<file path="src/sv/spi_seq_pkg.sv">
// ----------------------------------------------------------------------------
// SPI NOR command sequencer package
// Payload types, command and item codes, and the sequence table that the
// back end steps through to produce serial items.
// ----------------------------------------------------------------------------
package spi_seq_pkg;

   localparam int ADDR_FIELD_W = 24;
   localparam int QUEUE_DEPTH  = 4;
   localparam int ROM_ENTRIES  = 52;
   localparam int ROM_PTR_W    = 6;

   typedef enum logic [3:0] {
      CMD_PROG_START   = 4'd0,
      CMD_PROG_BYTE    = 4'd1,
      CMD_READ_START   = 4'd2,
      CMD_READ_BYTE    = 4'd3,
      CMD_SINGLE_READ  = 4'd4,
      CMD_SECTOR_ERASE = 4'd5,
      CMD_BULK_ERASE   = 4'd6,
      CMD_READ_STATUS  = 4'd7,
      CMD_READ_ID      = 4'd8
   } cmd_code_type;

   typedef enum logic [1:0] {
      KIND_XFER    = 2'd0,
      KIND_WAIT    = 2'd1,
      KIND_RELEASE = 2'd2
   } kind_type;

   localparam logic [7:0] OP_WRSR   = 8'h01;
   localparam logic [7:0] SR_VALUE  = 8'h02;
   localparam logic [7:0] OP_PP     = 8'h02;
   localparam logic [7:0] OP_READ   = 8'h03;
   localparam logic [7:0] OP_RDSR   = 8'h05;
   localparam logic [7:0] OP_WREN   = 8'h06;
   localparam logic [7:0] OP_SE     = 8'h20;
   localparam logic [7:0] OP_BE     = 8'hc7;
   localparam logic [7:0] OP_RDID   = 8'h9f;
   localparam logic [7:0] DUMMY     = 8'h00;

   typedef struct packed {
      logic [3:0]              cmd;
      logic [ADDR_FIELD_W-1:0] addr;
      logic [7:0]              data_byte;
      logic                    data_last;
   } req_type;

   typedef struct packed {
      logic [1:0]              kind;
      logic [7:0]              spi_byte;
      logic                    cs_begin;
      logic                    cs_end;
      logic                    capture;
      logic [ADDR_FIELD_W-1:0] next_address;
      logic                    last;
   } rsp_type;

   // One classified command as it travels from the front end to the back end.
   typedef struct packed {
      logic                    rel_first;
      logic                    has_seq;
      logic [ROM_PTR_W-1:0]    start;
      logic [ADDR_FIELD_W-1:0] addr;
      logic [7:0]              data;
      logic                    flag;
      logic [ADDR_FIELD_W-1:0] next_address;
   } seq_desc_type;

   typedef enum logic [2:0] {
      SRC_CONST    = 3'd0,
      SRC_ADDR_HI  = 3'd1,
      SRC_ADDR_MID = 3'd2,
      SRC_ADDR_LO  = 3'd3,
      SRC_DATA     = 3'd4
   } byte_src_type;

   typedef enum logic [1:0] {
      END_NO   = 2'd0,
      END_YES  = 2'd1,
      END_FLAG = 2'd2
   } end_sel_type;

   typedef struct packed {
      logic [1:0]   kind;
      byte_src_type src;
      logic [7:0]   value;
      logic         cs_begin;
      end_sel_type  end_sel;
      logic         capture;
      logic         stop;
   } rom_entry_type;

   localparam logic [ROM_PTR_W-1:0] SEQ_ERASE_OPEN   = 6'd0;
   localparam logic [ROM_PTR_W-1:0] SEQ_PAGE_OPEN    = 6'd9;
   localparam logic [ROM_PTR_W-1:0] SEQ_PAGE_DATA    = 6'd18;
   localparam logic [ROM_PTR_W-1:0] SEQ_SECTOR_ERASE = 6'd19;
   localparam logic [ROM_PTR_W-1:0] SEQ_BULK_ERASE   = 6'd28;
   localparam logic [ROM_PTR_W-1:0] SEQ_READ_START   = 6'd34;
   localparam logic [ROM_PTR_W-1:0] SEQ_SINGLE_READ  = 6'd39;
   localparam logic [ROM_PTR_W-1:0] SEQ_READ_BYTE    = 6'd45;
   localparam logic [ROM_PTR_W-1:0] SEQ_STATUS       = 6'd46;
   localparam logic [ROM_PTR_W-1:0] SEQ_ID           = 6'd48;

   function automatic rom_entry_type rom_wait();
      rom_entry_type e;
      e = '{kind: KIND_WAIT, src: SRC_CONST, value: DUMMY, cs_begin: 1'b0,
            end_sel: END_NO, capture: 1'b0, stop: 1'b0};
      return e;
   endfunction

   function automatic rom_entry_type rom_xfer(input logic [7:0] value, input logic beg,
                                              input end_sel_type sel, input logic cap,
                                              input logic stop);
      rom_entry_type e;
      e = '{kind: KIND_XFER, src: SRC_CONST, value: value, cs_begin: beg,
            end_sel: sel, capture: cap, stop: stop};
      return e;
   endfunction

   function automatic rom_entry_type rom_addr(input byte_src_type src, input end_sel_type sel,
                                              input logic stop);
      rom_entry_type e;
      e = '{kind: KIND_XFER, src: src, value: DUMMY, cs_begin: 1'b0,
            end_sel: sel, capture: 1'b0, stop: stop};
      return e;
   endfunction

   // Sequence table. Each command starts at one of the SEQ_ entries and runs
   // until an entry with the stop bit. Adjacent waits are already merged.
   function automatic rom_entry_type seq_rom(input logic [ROM_PTR_W-1:0] idx);
      rom_entry_type e;
      unique case (idx)
         // Sector erase ahead of a page open, then the page open itself.
         6'd0:  e = rom_wait();
         6'd1:  e = rom_xfer(OP_WRSR, 1'b1, END_NO, 1'b0, 1'b0);
         6'd2:  e = rom_xfer(SR_VALUE, 1'b0, END_YES, 1'b0, 1'b0);
         6'd3:  e = rom_wait();
         6'd4:  e = rom_xfer(OP_WREN, 1'b1, END_YES, 1'b0, 1'b0);
         6'd5:  e = rom_xfer(OP_SE, 1'b1, END_NO, 1'b0, 1'b0);
         6'd6:  e = rom_addr(SRC_ADDR_HI, END_NO, 1'b0);
         6'd7:  e = rom_addr(SRC_ADDR_MID, END_NO, 1'b0);
         6'd8:  e = rom_addr(SRC_ADDR_LO, END_YES, 1'b0);
         6'd9:  e = rom_wait();
         6'd10: e = rom_xfer(OP_WRSR, 1'b1, END_NO, 1'b0, 1'b0);
         6'd11: e = rom_xfer(SR_VALUE, 1'b0, END_YES, 1'b0, 1'b0);
         6'd12: e = rom_wait();
         6'd13: e = rom_xfer(OP_WREN, 1'b1, END_YES, 1'b0, 1'b0);
         6'd14: e = rom_xfer(OP_PP, 1'b1, END_NO, 1'b0, 1'b0);
         6'd15: e = rom_addr(SRC_ADDR_HI, END_NO, 1'b0);
         6'd16: e = rom_addr(SRC_ADDR_MID, END_NO, 1'b0);
         6'd17: e = rom_addr(SRC_ADDR_LO, END_NO, 1'b0);
         6'd18: begin
            e = rom_addr(SRC_DATA, END_FLAG, 1'b1);
         end
         // Standalone sector erase.
         6'd19: e = rom_wait();
         6'd20: e = rom_xfer(OP_WRSR, 1'b1, END_NO, 1'b0, 1'b0);
         6'd21: e = rom_xfer(SR_VALUE, 1'b0, END_YES, 1'b0, 1'b0);
         6'd22: e = rom_wait();
         6'd23: e = rom_xfer(OP_WREN, 1'b1, END_YES, 1'b0, 1'b0);
         6'd24: e = rom_xfer(OP_SE, 1'b1, END_NO, 1'b0, 1'b0);
         6'd25: e = rom_addr(SRC_ADDR_HI, END_NO, 1'b0);
         6'd26: e = rom_addr(SRC_ADDR_MID, END_NO, 1'b0);
         6'd27: e = rom_addr(SRC_ADDR_LO, END_YES, 1'b1);
         // Bulk erase.
         6'd28: e = rom_wait();
         6'd29: e = rom_xfer(OP_WRSR, 1'b1, END_NO, 1'b0, 1'b0);
         6'd30: e = rom_xfer(SR_VALUE, 1'b0, END_YES, 1'b0, 1'b0);
         6'd31: e = rom_wait();
         6'd32: e = rom_xfer(OP_WREN, 1'b1, END_YES, 1'b0, 1'b0);
         6'd33: e = rom_xfer(OP_BE, 1'b1, END_YES, 1'b0, 1'b1);
         // Read stream start; the frame stays open.
         6'd34: e = rom_wait();
         6'd35: e = rom_xfer(OP_READ, 1'b1, END_NO, 1'b0, 1'b0);
         6'd36: e = rom_addr(SRC_ADDR_HI, END_NO, 1'b0);
         6'd37: e = rom_addr(SRC_ADDR_MID, END_NO, 1'b0);
         6'd38: e = rom_addr(SRC_ADDR_LO, END_NO, 1'b1);
         // Single byte read.
         6'd39: e = rom_wait();
         6'd40: e = rom_xfer(OP_READ, 1'b1, END_NO, 1'b0, 1'b0);
         6'd41: e = rom_addr(SRC_ADDR_HI, END_NO, 1'b0);
         6'd42: e = rom_addr(SRC_ADDR_MID, END_NO, 1'b0);
         6'd43: e = rom_addr(SRC_ADDR_LO, END_NO, 1'b0);
         6'd44: e = rom_xfer(DUMMY, 1'b0, END_YES, 1'b1, 1'b1);
         6'd45: e = rom_xfer(DUMMY, 1'b0, END_FLAG, 1'b1, 1'b1);
         6'd46: e = rom_xfer(OP_RDSR, 1'b1, END_NO, 1'b0, 1'b0);
         6'd47: e = rom_xfer(DUMMY, 1'b0, END_YES, 1'b1, 1'b1);
         6'd48: e = rom_xfer(OP_RDID, 1'b1, END_NO, 1'b0, 1'b0);
         6'd49: e = rom_xfer(DUMMY, 1'b0, END_NO, 1'b1, 1'b0);
         6'd50: e = rom_xfer(DUMMY, 1'b0, END_NO, 1'b1, 1'b0);
         6'd51: e = rom_xfer(DUMMY, 1'b0, END_YES, 1'b1, 1'b1);
         default: begin
            e = rom_wait();
            e.stop = 1'b1;
         end
      endcase
      return e;
   endfunction

endpackage

</file>
<file path="src/sv/spi_seq_mod.sv">
// ----------------------------------------------------------------------------
// Constant modulo unit
// Remainder of a 24-bit address by a fixed divisor, using a
// reciprocal multiply, a back multiply and one corrective subtract.
// ----------------------------------------------------------------------------
module spi_seq_mod
   import spi_seq_pkg::*;
#(
   parameter int DIVISOR = 256
) (
   input  logic                       clock,
   input  logic                       reset,
   input  logic                       start,
   input  logic [ADDR_FIELD_W-1:0]    x,
   output logic                       done,
   output logic [$clog2(DIVISOR)-1:0] rem
);

   localparam int REM_W   = $clog2(DIVISOR);
   localparam int RECIP_W = ADDR_FIELD_W + 1;
   localparam int PROD_W  = ADDR_FIELD_W + RECIP_W;
   localparam int DIV_W   = $clog2(DIVISOR + 1);
   localparam longint unsigned RECIP_VAL = (longint'(1) << ADDR_FIELD_W) / DIVISOR;
   localparam logic [RECIP_W-1:0] RECIP = RECIP_W'(RECIP_VAL);
   localparam logic [DIV_W-1:0]   DIV   = DIV_W'(DIVISOR);
   localparam logic [ADDR_FIELD_W:0] DIV_EXT = (ADDR_FIELD_W + 1)'(DIVISOR);

   logic                    v1_ff, v2_ff;
   logic [PROD_W-1:0]       prod_in, prod_ff;
   logic [ADDR_FIELD_W-1:0] x1_ff;
   logic [RECIP_W-1:0]      quot;
   logic [RECIP_W+DIV_W-1:0] back_prod;
   logic [ADDR_FIELD_W:0]   r_in, r_ff, r_fix;

   // The quotient estimate is at most one below the true quotient, so the
   // raw remainder is below twice the divisor.
   assign prod_in   = x * RECIP;
   assign quot      = prod_ff[PROD_W-1:ADDR_FIELD_W];
   assign back_prod = quot * DIV;
   assign r_in      = {1'b0, x1_ff} - back_prod[ADDR_FIELD_W:0];
   assign r_fix     = (r_ff >= DIV_EXT) ? (r_ff - DIV_EXT) : r_ff;
   assign rem       = r_fix[REM_W-1:0];
   assign done      = v2_ff;

   always_ff @(posedge clock) begin
      if (reset) begin
         v1_ff <= 1'b0;
         v2_ff <= 1'b0;
      end else begin
         v1_ff <= start;
         v2_ff <= v1_ff;
      end
      prod_ff <= prod_in;
      x1_ff   <= x;
      r_ff    <= r_in;
   end

endmodule

</file>
<file path="src/sv/spi_seq_front.sv">
// ----------------------------------------------------------------------------
// SPI NOR command sequencer front end
// Accepts host commands, tracks the program address and open frames, and
// classifies each command into a descriptor for the back end.
// ----------------------------------------------------------------------------
module spi_seq_front
   import spi_seq_pkg::*;
#(
   parameter int ADDR_BITS    = 24,
   parameter int PAGE_BYTES   = 256,
   parameter int SECTOR_BYTES = 4096
) (
   input  logic         clock,
   input  logic         reset,
   input  logic         req_valid,
   output logic         req_ready,
   input  req_type      req_item,
   output logic         push_valid,
   input  logic         push_ready,
   output seq_desc_type push_item
);

   localparam int PAGE_W = $clog2(PAGE_BYTES);
   localparam int SECT_W = $clog2(SECTOR_BYTES);
   localparam logic [PAGE_W-1:0] PAGE_LAST = PAGE_W'(PAGE_BYTES - 1);
   localparam logic [SECT_W-1:0] SECT_LAST = SECT_W'(SECTOR_BYTES - 1);

   logic [ADDR_BITS-1:0] prog_addr_ff, prog_addr_in;
   logic [PAGE_W-1:0]    page_off_ff, page_off_inc, page_rem;
   logic [SECT_W-1:0]    sect_off_ff, sect_off_inc, sect_rem;
   logic                 page_open_ff, page_open_in;
   logic                 read_open_ff, read_open_in;
   logic                 busy_ff;
   logic                 accept, push_any, any_open, at_top, endb, mod_start;
   logic                 page_done, sect_done;
   logic [ADDR_BITS-1:0] start_addr, addr_plus;

   assign accept     = req_valid && req_ready;
   assign req_ready  = push_ready && !busy_ff;
   assign push_valid = accept && push_any;
   assign any_open   = page_open_ff || read_open_ff;
   assign start_addr = ADDR_BITS'(req_item.addr);
   assign addr_plus  = prog_addr_ff + ADDR_BITS'(1);
   assign at_top     = (prog_addr_ff == {ADDR_BITS{1'b1}});
   assign mod_start  = accept && (req_item.cmd == CMD_PROG_START);

   // Offsets within the page and sector follow the address; a wrap of the
   // address space restarts both at zero.
   assign page_off_inc = (at_top || page_off_ff == PAGE_LAST) ? '0 : page_off_ff + 1'b1;
   assign sect_off_inc = (at_top || sect_off_ff == SECT_LAST) ? '0 : sect_off_ff + 1'b1;
   assign endb         = req_item.data_last || (page_off_inc == '0);

   spi_seq_mod #(.DIVISOR(PAGE_BYTES)) u_page_mod (
      .clock (clock),
      .reset (reset),
      .start (mod_start),
      .x     (ADDR_FIELD_W'(start_addr)),
      .done  (page_done),
      .rem   (page_rem)
   );

   spi_seq_mod #(.DIVISOR(SECTOR_BYTES)) u_sect_mod (
      .clock (clock),
      .reset (reset),
      .start (mod_start),
      .x     (ADDR_FIELD_W'(start_addr)),
      .done  (sect_done),
      .rem   (sect_rem)
   );

   always_comb begin
      push_any               = 1'b0;
      push_item.rel_first    = any_open;
      push_item.has_seq      = 1'b1;
      push_item.start        = SEQ_PAGE_DATA;
      push_item.addr         = req_item.addr;
      push_item.data         = req_item.data_byte;
      push_item.flag         = req_item.data_last;
      push_item.next_address = ADDR_FIELD_W'(prog_addr_ff);
      prog_addr_in           = prog_addr_ff;
      page_open_in           = 1'b0;
      read_open_in           = 1'b0;
      unique case (req_item.cmd)
         CMD_PROG_START: begin
            push_any               = any_open;
            push_item.has_seq      = 1'b0;
            prog_addr_in           = start_addr;
            push_item.next_address = ADDR_FIELD_W'(start_addr);
         end
         CMD_PROG_BYTE: begin
            push_any               = 1'b1;
            push_item.addr         = ADDR_FIELD_W'(prog_addr_ff);
            push_item.flag         = endb;
            push_item.next_address = ADDR_FIELD_W'(addr_plus);
            prog_addr_in           = addr_plus;
            page_open_in           = !endb;
            if (page_open_ff) begin
               push_item.rel_first = 1'b0;
            end else if (sect_off_ff == '0) begin
               push_item.start = SEQ_ERASE_OPEN;
            end else begin
               push_item.start = SEQ_PAGE_OPEN;
            end
         end
         CMD_READ_START: begin
            push_any        = 1'b1;
            push_item.start = SEQ_READ_START;
            read_open_in    = 1'b1;
         end
         CMD_READ_BYTE: begin
            if (read_open_ff) begin
               push_any            = 1'b1;
               push_item.rel_first = 1'b0;
               push_item.start     = SEQ_READ_BYTE;
               read_open_in        = !req_item.data_last;
            end else begin
               push_any          = page_open_ff;
               push_item.has_seq = 1'b0;
            end
         end
         CMD_SINGLE_READ: begin
            push_any        = 1'b1;
            push_item.start = SEQ_SINGLE_READ;
         end
         CMD_SECTOR_ERASE: begin
            push_any        = 1'b1;
            push_item.start = SEQ_SECTOR_ERASE;
         end
         CMD_BULK_ERASE: begin
            push_any        = 1'b1;
            push_item.start = SEQ_BULK_ERASE;
         end
         CMD_READ_STATUS: begin
            push_any        = 1'b1;
            push_item.start = SEQ_STATUS;
         end
         CMD_READ_ID: begin
            push_any        = 1'b1;
            push_item.start = SEQ_ID;
         end
         default: begin
            // Unknown codes leave every frame and the address as they are.
            page_open_in = page_open_ff;
            read_open_in = read_open_ff;
         end
      endcase
   end

   always_ff @(posedge clock) begin
      if (reset) begin
         prog_addr_ff <= '0;
         page_off_ff  <= '0;
         sect_off_ff  <= '0;
         page_open_ff <= 1'b0;
         read_open_ff <= 1'b0;
         busy_ff      <= 1'b0;
      end else begin
         if (accept) begin
            prog_addr_ff <= prog_addr_in;
            page_open_ff <= page_open_in;
            read_open_ff <= read_open_in;
         end
         if (mod_start) begin
            busy_ff <= 1'b1;
         end else if (page_done) begin
            busy_ff <= 1'b0;
         end
         if (page_done) begin
            page_off_ff <= page_rem;
         end else if (accept && req_item.cmd == CMD_PROG_BYTE) begin
            page_off_ff <= page_off_inc;
         end
         if (sect_done) begin
            sect_off_ff <= sect_rem;
         end else if (accept && req_item.cmd == CMD_PROG_BYTE) begin
            sect_off_ff <= sect_off_inc;
         end
      end
   end

   // A program start holds off the next command until both offsets are loaded.
   a_start_busy: assert property (@(posedge clock) disable iff (reset)
      mod_start |=> busy_ff)
      else $error("front end not busy after program start");

   a_done_pair: assert property (@(posedge clock) disable iff (reset)
      page_done == sect_done)
      else $error("page and sector remainders out of step");

endmodule

</file>
<file path="src/sv/spi_seq_queue.sv">
// ----------------------------------------------------------------------------
// SPI NOR command sequencer descriptor queue
// Short FIFO that decouples command classification from item generation.
// ----------------------------------------------------------------------------
module spi_seq_queue
   import spi_seq_pkg::*;
(
   input  logic         clock,
   input  logic         reset,
   input  logic         push_valid,
   output logic         push_ready,
   input  seq_desc_type push_item,
   output logic         pop_valid,
   input  logic         pop_ready,
   output seq_desc_type pop_item
);

   localparam int PTR_W = $clog2(QUEUE_DEPTH);
   localparam int CNT_W = $clog2(QUEUE_DEPTH + 1);
   localparam logic [CNT_W-1:0] DEPTH_CNT = CNT_W'(QUEUE_DEPTH);

   seq_desc_type     mem_ff [QUEUE_DEPTH];
   logic [PTR_W-1:0] wr_ptr_ff, rd_ptr_ff;
   logic [CNT_W-1:0] count_ff;
   logic             do_push, do_pop;

   assign push_ready = (count_ff != DEPTH_CNT);
   assign pop_valid  = (count_ff != '0);
   assign pop_item   = mem_ff[rd_ptr_ff];
   assign do_push    = push_valid && push_ready;
   assign do_pop     = pop_valid && pop_ready;

   always_ff @(posedge clock) begin
      if (reset) begin
         wr_ptr_ff <= '0;
         rd_ptr_ff <= '0;
         count_ff  <= '0;
      end else begin
         if (do_push) begin
            wr_ptr_ff <= wr_ptr_ff + 1'b1;
         end
         if (do_pop) begin
            rd_ptr_ff <= rd_ptr_ff + 1'b1;
         end
         if (do_push && !do_pop) begin
            count_ff <= count_ff + 1'b1;
         end else if (do_pop && !do_push) begin
            count_ff <= count_ff - 1'b1;
         end
      end
      if (do_push) begin
         mem_ff[wr_ptr_ff] <= push_item;
      end
   end

   a_count_bound: assert property (@(posedge clock) disable iff (reset)
      count_ff <= DEPTH_CNT)
      else $error("queue count beyond depth");

   a_count_step: assert property (@(posedge clock) disable iff (reset)
      (do_push && !do_pop) |=> (count_ff == $past(count_ff) + 1'b1))
      else $error("queue count did not follow a push");

endmodule

</file>
<file path="src/sv/spi_seq_back.sv">
// ----------------------------------------------------------------------------
// SPI NOR command sequencer back end
// Walks the sequence table for the queue head descriptor and emits one serial
// item per cycle into the output register while the receiver keeps up.
// ----------------------------------------------------------------------------
module spi_seq_back
   import spi_seq_pkg::*;
(
   input  logic         clock,
   input  logic         reset,
   input  logic         pop_valid,
   output logic         pop_ready,
   input  seq_desc_type pop_item,
   output logic         rsp_valid,
   input  logic         rsp_ready,
   output rsp_type      rsp_item
);

   logic                 rel_done_ff, started_ff, rsp_valid_ff;
   logic [ROM_PTR_W-1:0] ptr_ff, cur_ptr;
   rsp_type              rsp_item_ff, item;
   rom_entry_type        entry;
   logic                 can_emit, emit, rel_phase, item_done;

   assign can_emit  = !rsp_valid_ff || rsp_ready;
   assign emit      = pop_valid && can_emit;
   assign rel_phase = pop_item.rel_first && !rel_done_ff;
   assign cur_ptr   = started_ff ? ptr_ff : pop_item.start;
   assign entry     = seq_rom(cur_ptr);
   assign item_done = rel_phase ? !pop_item.has_seq : entry.stop;
   assign pop_ready = emit && item_done;
   assign rsp_valid = rsp_valid_ff;
   assign rsp_item  = rsp_item_ff;

   always_comb begin
      item.next_address = pop_item.next_address;
      item.last         = item_done;
      if (rel_phase) begin
         item.kind     = KIND_RELEASE;
         item.spi_byte = DUMMY;
         item.cs_begin = 1'b0;
         item.cs_end   = 1'b1;
         item.capture  = 1'b0;
      end else begin
         item.kind     = entry.kind;
         item.cs_begin = entry.cs_begin;
         item.capture  = entry.capture;
         unique case (entry.src)
            SRC_ADDR_HI:  item.spi_byte = pop_item.addr[23:16];
            SRC_ADDR_MID: item.spi_byte = pop_item.addr[15:8];
            SRC_ADDR_LO:  item.spi_byte = pop_item.addr[7:0];
            SRC_DATA:     item.spi_byte = pop_item.data;
            default:      item.spi_byte = entry.value;
         endcase
         unique case (entry.end_sel)
            END_YES:  item.cs_end = 1'b1;
            END_FLAG: item.cs_end = pop_item.flag;
            default:  item.cs_end = 1'b0;
         endcase
      end
   end

   always_ff @(posedge clock) begin
      if (reset) begin
         rel_done_ff  <= 1'b0;
         started_ff   <= 1'b0;
         ptr_ff       <= '0;
         rsp_valid_ff <= 1'b0;
      end else begin
         if (emit) begin
            if (item_done) begin
               rel_done_ff <= 1'b0;
               started_ff  <= 1'b0;
            end else if (rel_phase) begin
               rel_done_ff <= 1'b1;
            end else begin
               started_ff <= 1'b1;
               ptr_ff     <= cur_ptr + 1'b1;
            end
            rsp_valid_ff <= 1'b1;
         end else if (rsp_ready) begin
            rsp_valid_ff <= 1'b0;
         end
      end
      if (emit) begin
         rsp_item_ff <= item;
      end
   end

   a_ptr_range: assert property (@(posedge clock) disable iff (reset)
      started_ff |-> (ptr_ff < ROM_PTR_W'(ROM_ENTRIES)))
      else $error("sequence pointer ran past the table");

   a_step_on: assert property (@(posedge clock) disable iff (reset)
      (emit && !item_done && !rel_phase) |=> started_ff)
      else $error("sequence did not advance after a middle item");

endmodule

</file>
<file path="src/sv/spi_nor_flash_command_sequencer_unit.sv">
// ----------------------------------------------------------------------------
// SPI NOR flash command sequencer
// Turns host flash commands into byte exchanges, ready waits and chip-select
// releases for a byte-wide SPI engine.
// ----------------------------------------------------------------------------
// The req_ channel takes one host command per transfer; the rsp_ channel
// returns serial items, each a byte exchange, a wait for flash ready or a
// bare chip-select release, with last set on the final item of a command.
// A command that closes nothing and emits nothing produces no item.
// The front end classifies each command in the cycle it is accepted and
// writes a descriptor into a four-entry queue; the back end turns the head
// descriptor into items, one per cycle while the receiver accepts them,
// from a constant sequence table. The back end emits every item of a
// command before it pops the next descriptor; single-item commands such as
// mid-page program bytes sustain one command per cycle while the receiver
// keeps up. A program start holds req_ready low while the page and sector
// offsets of the new address are computed by the modulo units.
// Reset clears the program address, the open-frame flags and the queue.
// When the receiver stalls, the output register holds its item, the queue
// fills, and req_ready falls once the queue is full.
// ----------------------------------------------------------------------------
module spi_nor_flash_command_sequencer_unit
   import spi_seq_pkg::*;
#(
   parameter int ADDR_BITS    = 24,
   parameter int PAGE_BYTES   = 256,
   parameter int SECTOR_BYTES = 4096
) (
   input  logic    clock,
   input  logic    reset,
   input  logic    req_valid,
   output logic    req_ready,
   input  req_type req_item,
   output logic    rsp_valid,
   input  logic    rsp_ready,
   output rsp_type rsp_item
);

   logic         push_valid, push_ready, pop_valid, pop_ready;
   seq_desc_type push_item, pop_item;

   spi_seq_front #(
      .ADDR_BITS    (ADDR_BITS),
      .PAGE_BYTES   (PAGE_BYTES),
      .SECTOR_BYTES (SECTOR_BYTES)
   ) u_front (
      .clock      (clock),
      .reset      (reset),
      .req_valid  (req_valid),
      .req_ready  (req_ready),
      .req_item   (req_item),
      .push_valid (push_valid),
      .push_ready (push_ready),
      .push_item  (push_item)
   );

   spi_seq_queue u_queue (
      .clock      (clock),
      .reset      (reset),
      .push_valid (push_valid),
      .push_ready (push_ready),
      .push_item  (push_item),
      .pop_valid  (pop_valid),
      .pop_ready  (pop_ready),
      .pop_item   (pop_item)
   );

   spi_seq_back u_back (
      .clock     (clock),
      .reset     (reset),
      .pop_valid (pop_valid),
      .pop_ready (pop_ready),
      .pop_item  (pop_item),
      .rsp_valid (rsp_valid),
      .rsp_ready (rsp_ready),
      .rsp_item  (rsp_item)
   );

endmodule
</file>
<file path="config.mk">
export PLATFORM = sky130hd
export DESIGN_NAME = spi_nor_flash_command_sequencer_unit
export DESIGN_NICKNAME = d
export VERILOG_FILES = /design/src/sv/spi_seq_pkg.sv /design/src/sv/spi_seq_mod.sv /design/src/sv/spi_seq_front.sv /design/src/sv/spi_seq_queue.sv /design/src/sv/spi_seq_back.sv /design/src/sv/spi_nor_flash_command_sequencer_unit.sv
export SDC_FILE = /design/constraint.sdc
export NUM_CORES = 1
export LEC_CHECK = 0
export BUFFER_PORTS_ARGS = -buffer_cell sky130_fd_sc_hd__buf_4
export CAP_MARGIN = 20
export CORE_MARGIN = 2
export CORE_UTILIZATION = 60
export DETAILED_ROUTE_END_ITERATION = 8
export GPL_TIMING_DRIVEN = 0
export HOLD_SLACK_MARGIN = 0.05
export PLACE_DENSITY = 0.81
export SKIP_LAST_GASP = 1
export SYNTH_ARGS = -nofsm -noshare
export SYNTH_HDL_FRONTEND = slang
export SYNTH_HIERARCHICAL = 1
export SYNTH_SLANG_ARGS = --single-unit
</file>
<file path="constraint.sdc">
create_clock -name clock -period 6.3 [get_ports clock]
set_input_delay 1.26 -clock clock [delete_from_list [all_inputs] [get_ports clock]]
set_output_delay 1.26 -clock clock [all_outputs]
set_load 0.005 [all_outputs]
</file>
Word-level counts from Yosys, hierarchy flattened --
Memory sizes are Yosys's and may differ from the RTL's. A register that Yosys moved wholly into a read port is not among the register bits. Index checks and enable logic that the tools add are counted.
Storage, ports and cells: register bits 177, memories kept 2, memory bits (read-only) 1088, memory bits (writable) 260
Cells by class: $add $sub $neg 12, reductions and logical operators 44, $lt $le $gt $ge 2, equality and inequality tests 19, multiplexer cells 43, bitwise gates (word level) 2
Memory list:
- (no name shown) | depth 64, bits a word 17, read ports 1, clocked after Yosys merged registers in 0, wr ports 0, line spi_seq_pkg.sv:133 | unique case (idx)
- u_queue.mem_ff | depth 4, bits a word 65, read ports 1, clocked after Yosys merged registers in 1, wr ports 1, line spi_seq_queue.sv:22 | seq_desc_type mem_ff [QUEUE_DEPTH];
Operators by type and width (number):
- 24-bit by 24-bit subtractor with 25-bit output | 2
- 12-bit two-way mux | 4
- 24-bit one-hot mux with 2 select lines | 1
- 6-bit one-hot mux with 8 select lines | 1
- 8-bit two-way mux | 4
- 8-bit one-hot mux with 4 select lines | 1
- 25-bit by 13-bit >= comparator with 1-bit output, second input constant | 1
- 25-bit by 9-bit >= comparator with 1-bit output, second input constant | 1
- 24-bit by 1-bit adder with 24-bit output, second input constant | 1
- 24-bit == test, second input constant | 1
- 24-bit two-way mux | 1
- 1-bit two-way mux | 17
- 4-bit by 3-bit == test with 1-bit output, second input constant | 4
- 7-bit OR reduction | 2
- 12-bit by 1-bit adder with 12-bit output, second input constant | 1
- 12-bit == test, second input constant | 1
- 1-bit logical AND | 12
- 12-bit zero test | 1
- 6-bit two-way mux | 2
- 2-bit nonzero test | 6
- 12-bit by 1-bit subtractor with 12-bit output, second input constant | 1
- 8-bit by 1-bit adder with 8-bit output, second input constant | 1
- 4-bit by 2-bit == test with 1-bit output, second input constant | 2
- 8-bit == test, second input constant | 1
- 29 further kinds | 53

Longest topological paths before layout --
depth in word-level cells 9, gate-level depth with buffers 18, depth with buffers taken out 17

Cells and area by module --
Netlist, hierarchy kept.
By module, submodules not included:
- spi_seq_queue | area an instance 9889.5 um^2, cells each 387, instances 1, sequential area each 7987.7 um^2
- spi_seq_front | area an instance 3873.7 um^2, cells each 582, instances 1, sequential area each 940.9 um^2
- spi_seq_back | area an instance 3110.5 um^2, cells each 294, instances 1, sequential area each 1321.3 um^2
- spi_seq_mod at u_front.u_sect_mod | area an instance 533.0 um^2, cells each 28, instances 1, sequential area each 520.5 um^2
- spi_seq_mod at u_front.u_page_mod | area an instance 372.9 um^2, cells each 20, instances 1, sequential area each 360.3 um^2

Worst setup path before layout --
OpenSTA, ideal clock, no wires.
path type input to register, start point input req_item[33] (netlist bit), end point memory u_queue/mem_ff[0][0] (netlist bit) (enable), data required time 5.870 ns, data arrival time 4.216 ns, buffers on the path 3, path slack 1.654 ns, library setup time 0.430 ns, cell stages on the path 7, cells stage by stage clkbuf_1 > clkbuf_1 > buf_1 > xnor2_1 > a31oi_1 > a21boi_2 > and2_1
On the way: cells in the longest elaborated chain, start to end 7, elaborated cells on any way between the ends 15, classes of those cells eq/ne (8); mux (3); reduce/logical (4)
Ends and longest elaborated chain:
- start: declaration | line spi_nor_flash_command_sequencer_unit.sv:33 | input req_type req_item,
- 4-bit by 2-bit == test with 1-bit output, or another cell as far along | line spi_seq_front.sv:83 | unique case (req_item.cmd)
- 7-bit OR reduction (no source line)
- 1-bit one-hot mux with 3 select lines (*) | line spi_seq_front.sv:83
- 1-bit logical AND (*) | line spi_seq_front.sv:40 | assign push_valid = accept && push_any;
- net push_valid | line spi_nor_flash_command_sequencer_unit.sv:39 | logic push_valid, push_ready, pop_valid, pop_ready;
- 1-bit logical AND (*) | line spi_seq_queue.sv:30 | assign do_push = push_valid && push_ready;
- net u_queue.do_push | line spi_seq_queue.sv:25 | logic do_push, do_pop;
- 1-bit two-way mux (*) | line spi_seq_queue.sv:51 | if (do_push) begin
- 1-bit two-way mux (implied by the code) (*) | line spi_seq_queue.sv:52 | mem_ff[wr_ptr_ff] <= push_item;
- end: declaration | line spi_seq_queue.sv:22
The timed path passes the listed nets; every way through them passes the cells marked *.

==> results.yml <==
floorplanning:
  dieArea_um2: 31000
  die-width_um: 176
  core_area_um2: 29400
  io_pins: 81
  rows: 63
  start_util_pct: 60.5
  die_h_um: 176
finish:
  final_common_cell: "edfxtp_1"
  diodes: 0
  final_nets: 1492
  area_delta_synth_final_pct: 13.6
  final_cell_mix: "edfxtp_1, nand2_1, dfxtp_1"
  drive_gt1_share_pct: 20.0
  final_area_um2: 20200
  instances_no_fill: 1850
placement:
  placed_area_um2: 18900
  place_inst: 1776
  dp_hpwl_mm: 30.4
  gp_congestion: 0.967
  pre_cts_slack_ns: 0.766
  io_buffers: 70
clock_tree:
  insertion_delay_ns: 0.54
  post-cts-setup-buffers: 0
  ctsHoldBuffers: 0
  ctsResizeCount: 0
  root_buffer: "clkbuf_16"
  cts_tree: "yes"
  path_clk_slew_ns: 0.06
  htreeDepth: 2
  numCtsBuffers: 40
  clkSinkCount: 407
  cts.path.max_buffers: 3
synthesis:
  synth_area_per_cell_um2: 13.6
  synth.distinct_cells: 102
  postSynthRegisterBits: 407
  netlist_instances: 1311
  yosys_warnings: 6
  ys_seq_area_share_pct: 62.6
  syn_area_um2: 17800
  async_flop_share_pct: 0
  synth_edf_count: 298
  yosys_most_used_dff: "edfxtp_1"
  synthesis.nets: 1375
sta:
  timing.final.ws_setup_ns: 0.537
  rsz0062_at_grt: "false"
  post-route-period-util_pct: 91.5
  finalMaxSlewViolations: 0
  setup_viol: 0
  final.setup.tns_ns: 0
  relSlewSlack_pct: 41.9
  hold_viol: 0
  min_period_ns: 5.76
  fmax_mhz: 174
  skew_ns: 0.0187
  worst_slew_pin_slew_ns: 0.865
worst_setup_path:
  worstSetupStartpointType: "flip-flop"
  crit_slowest_cell: "mux2i_1"
  arrival_ns: 6.22
  worstPathCellList: "clkbuf_1, mux4_2, mux2i_1, inv_1, ha_1, inv_1, mux2i_1, a221o_1, a2111oi_1, a21oi_1, and2_1, o31ai_1, ha_1, inv_1, fa_1, xor2_1, or3_1, a21oi_1"
  critical-path-max-stage-delay_ns: 0.65
  crit_family: "compound AO/OA/AOI/OAI gates"
  cp_data_required_time_ns: 6.76
  reg2reg_slack_ns: 0.54
  crit_type: "reg -> reg"
  cp_max_fo: 10
  cp-end-kind: "flip-flop"
  timing.critical_path.buf_inv: 4
  path_common_cell: "inv_1"
detailed_routing:
  post_drt_wl_per_cell_um: 23.9
  drt_iter0_drc: 1385
  finalWirelength_mm: 44.3
  num_vias: 11900
  drc: 0
  antenna_left: 0
  via_per_inst: 6.42
  firstDrtPassIters: 6
global_route:
  first_global_vias: 11400
  grt_pass1_wl_mm: 67.3
  grt_max_degree: 55
  grt.overflow.total: 0
  antenna_found_initial: 0
  grt_usage_pct: 28.8
power_and_ir_drop:
  vdd_drop_max_v: 0.000257
  leakage_uw: 0.00691
  powerDensity_nw_per_um2: 387
worst_hold_path:
  hp-class: "reg -> reg"
  holdCritStartpoint: "u_front/u_sect_mod/prod_ff[19]$_DFF_P_"
run:
  max-cap-violations: 0
status:
  status: "complete, no violations"
-- logic make-up after synthesis --
family | synth area share [%]
compound gates | 10.0
xor+xnor | 1.13
fa+ha+maj | 1.66
buf+inv | 3.67
flops | 62.6
mux | 10.3
simple gates | 10.6
-- final cells by class --
| cell class | instances | area [µm²] |
|---|---|---|
| Tap cell | 390 | 488 |
| Sequential cell | 407 | 11100 |
| Inverter | 35 | 131 |
| Fill cell | 1960 | 9200 |
| Multi-Input combinational cell | 779 | 6010 |
| Buffer | 90 | 520 |
| Timing Repair Buffer | 75 | 656 |
| Clock buffer | 53 | 1070 |
| Clock inverter | 21 | 198 |
-- report_power, final --
part           switching [µW]  total, µW  leakage (µW)  internal, µW
Clock                     994       2290      0.000619          1300
Combinational            1270       2170       0.00265           899
Sequential                119       3350       0.00364          3230
Total                    2390       7810       0.00691          5430
-- path summary, 6_finish.rpt --
check                           cells past startpoint                                 end
worst max-delay path                               18    u_queue/count_ff[2]$_SDFFE_PP0P_
worst min register to register                      0  u_front/u_sect_mod/r_ff[7]$_DFF_P_
worst min-delay path                                0  u_front/u_sect_mod/r_ff[7]$_DFF_P_
worst max register to register                     18    u_queue/count_ff[2]$_SDFFE_PP0P_
-- layer usage --
layer | track usage (%) | vias up | wire (µm)
li1 | - | 5263 | -
met1 | 38.2 | 5886 | 17200
met2 | 49.2 | 628 | 22400
met3 | 4.33 | 106 | 3280
met4 | 9.40 | 0 | 1470
met5 | 0 | - | 0
-- metrics by stage --
| step | utilization, % | hold slack (ns) | power, µW |
|---|---|---|---|
| CTS | 68.7 | 0.325 | 7820 |
| global placement | 63.9 | 0.311 | 5450 |
| detailed placement | 64.4 | 0.312 | 5520 |
| global route | 68.7 | 0.326 | 8110 |
| finish | 68.7 | 0.325 | 7810 |
| floorplan | - | 0.310 | 4800 |
-- synth_stat cells (all sizes together) (6+ instances only) --
cell    number  area [µm²]
nor3        28         155
buf         46         354
clkbuf      44         166
or3          6        42.5
a211oi       8        65.1
nand2      137         514
mux2i       28         292
nor2        66         250
a221oi      11        96.3
xnor2       11        96.3
and2        10        62.6
nor4         9        98.8
mux2         6        71.3
o31ai        9        72.6
and3         9        56.3
nand2b       8        50.1
dfxtp      109        2180
o22ai        9        56.3
a22oi       21         158
nor4b        6        88.8
edfxtp     298        8950
a21oi       80         408
nand3       44         220
a31oi       22         138
inv         35         131
mux4        65        1460
nor2b       12        75.1
nand4       13        96.3
xor2        12         105
ha          22         275
o21ai       52         264
-- sequential cells by signal (all words and copies together), names as in the netlist, named ones only --
| register | cells |
|---|---|
| u_front/sect_off_ff | 12 |
| u_back/rsp_valid | 1 |
| u_front/page_off_ff | 8 |
| u_back/ptr_ff | 6 |
| u_back/rel_done_ff | 1 |
| u_back/rsp_item | 38 |
| u_front/u_sect_mod/v1_ff | 1 |
| u_front/read_open_ff | 1 |
| u_front/u_sect_mod/r_ff | 12 |
| u_queue/rd_ptr_ff | 2 |
| u_front/u_page_mod/done | 1 |
| u_queue/mem_ff | 260 |
| u_front/prog_addr_ff | 24 |
| u_queue/wr_ptr_ff | 2 |
| u_front/u_sect_mod/prod_ff | 12 |
| u_back/started_ff | 1 |
| u_front/u_sect_mod/done | 1 |
| u_front/page_open_ff | 1 |
| u_front/u_page_mod/r_ff | 8 |
| u_queue/count_ff | 3 |
| u_front/u_page_mod/v1_ff | 1 |
| u_front/u_page_mod/prod_ff | 8 |
| u_front/busy_ff | 1 |
Note: power is estimated with default switching activity, not from simulation.
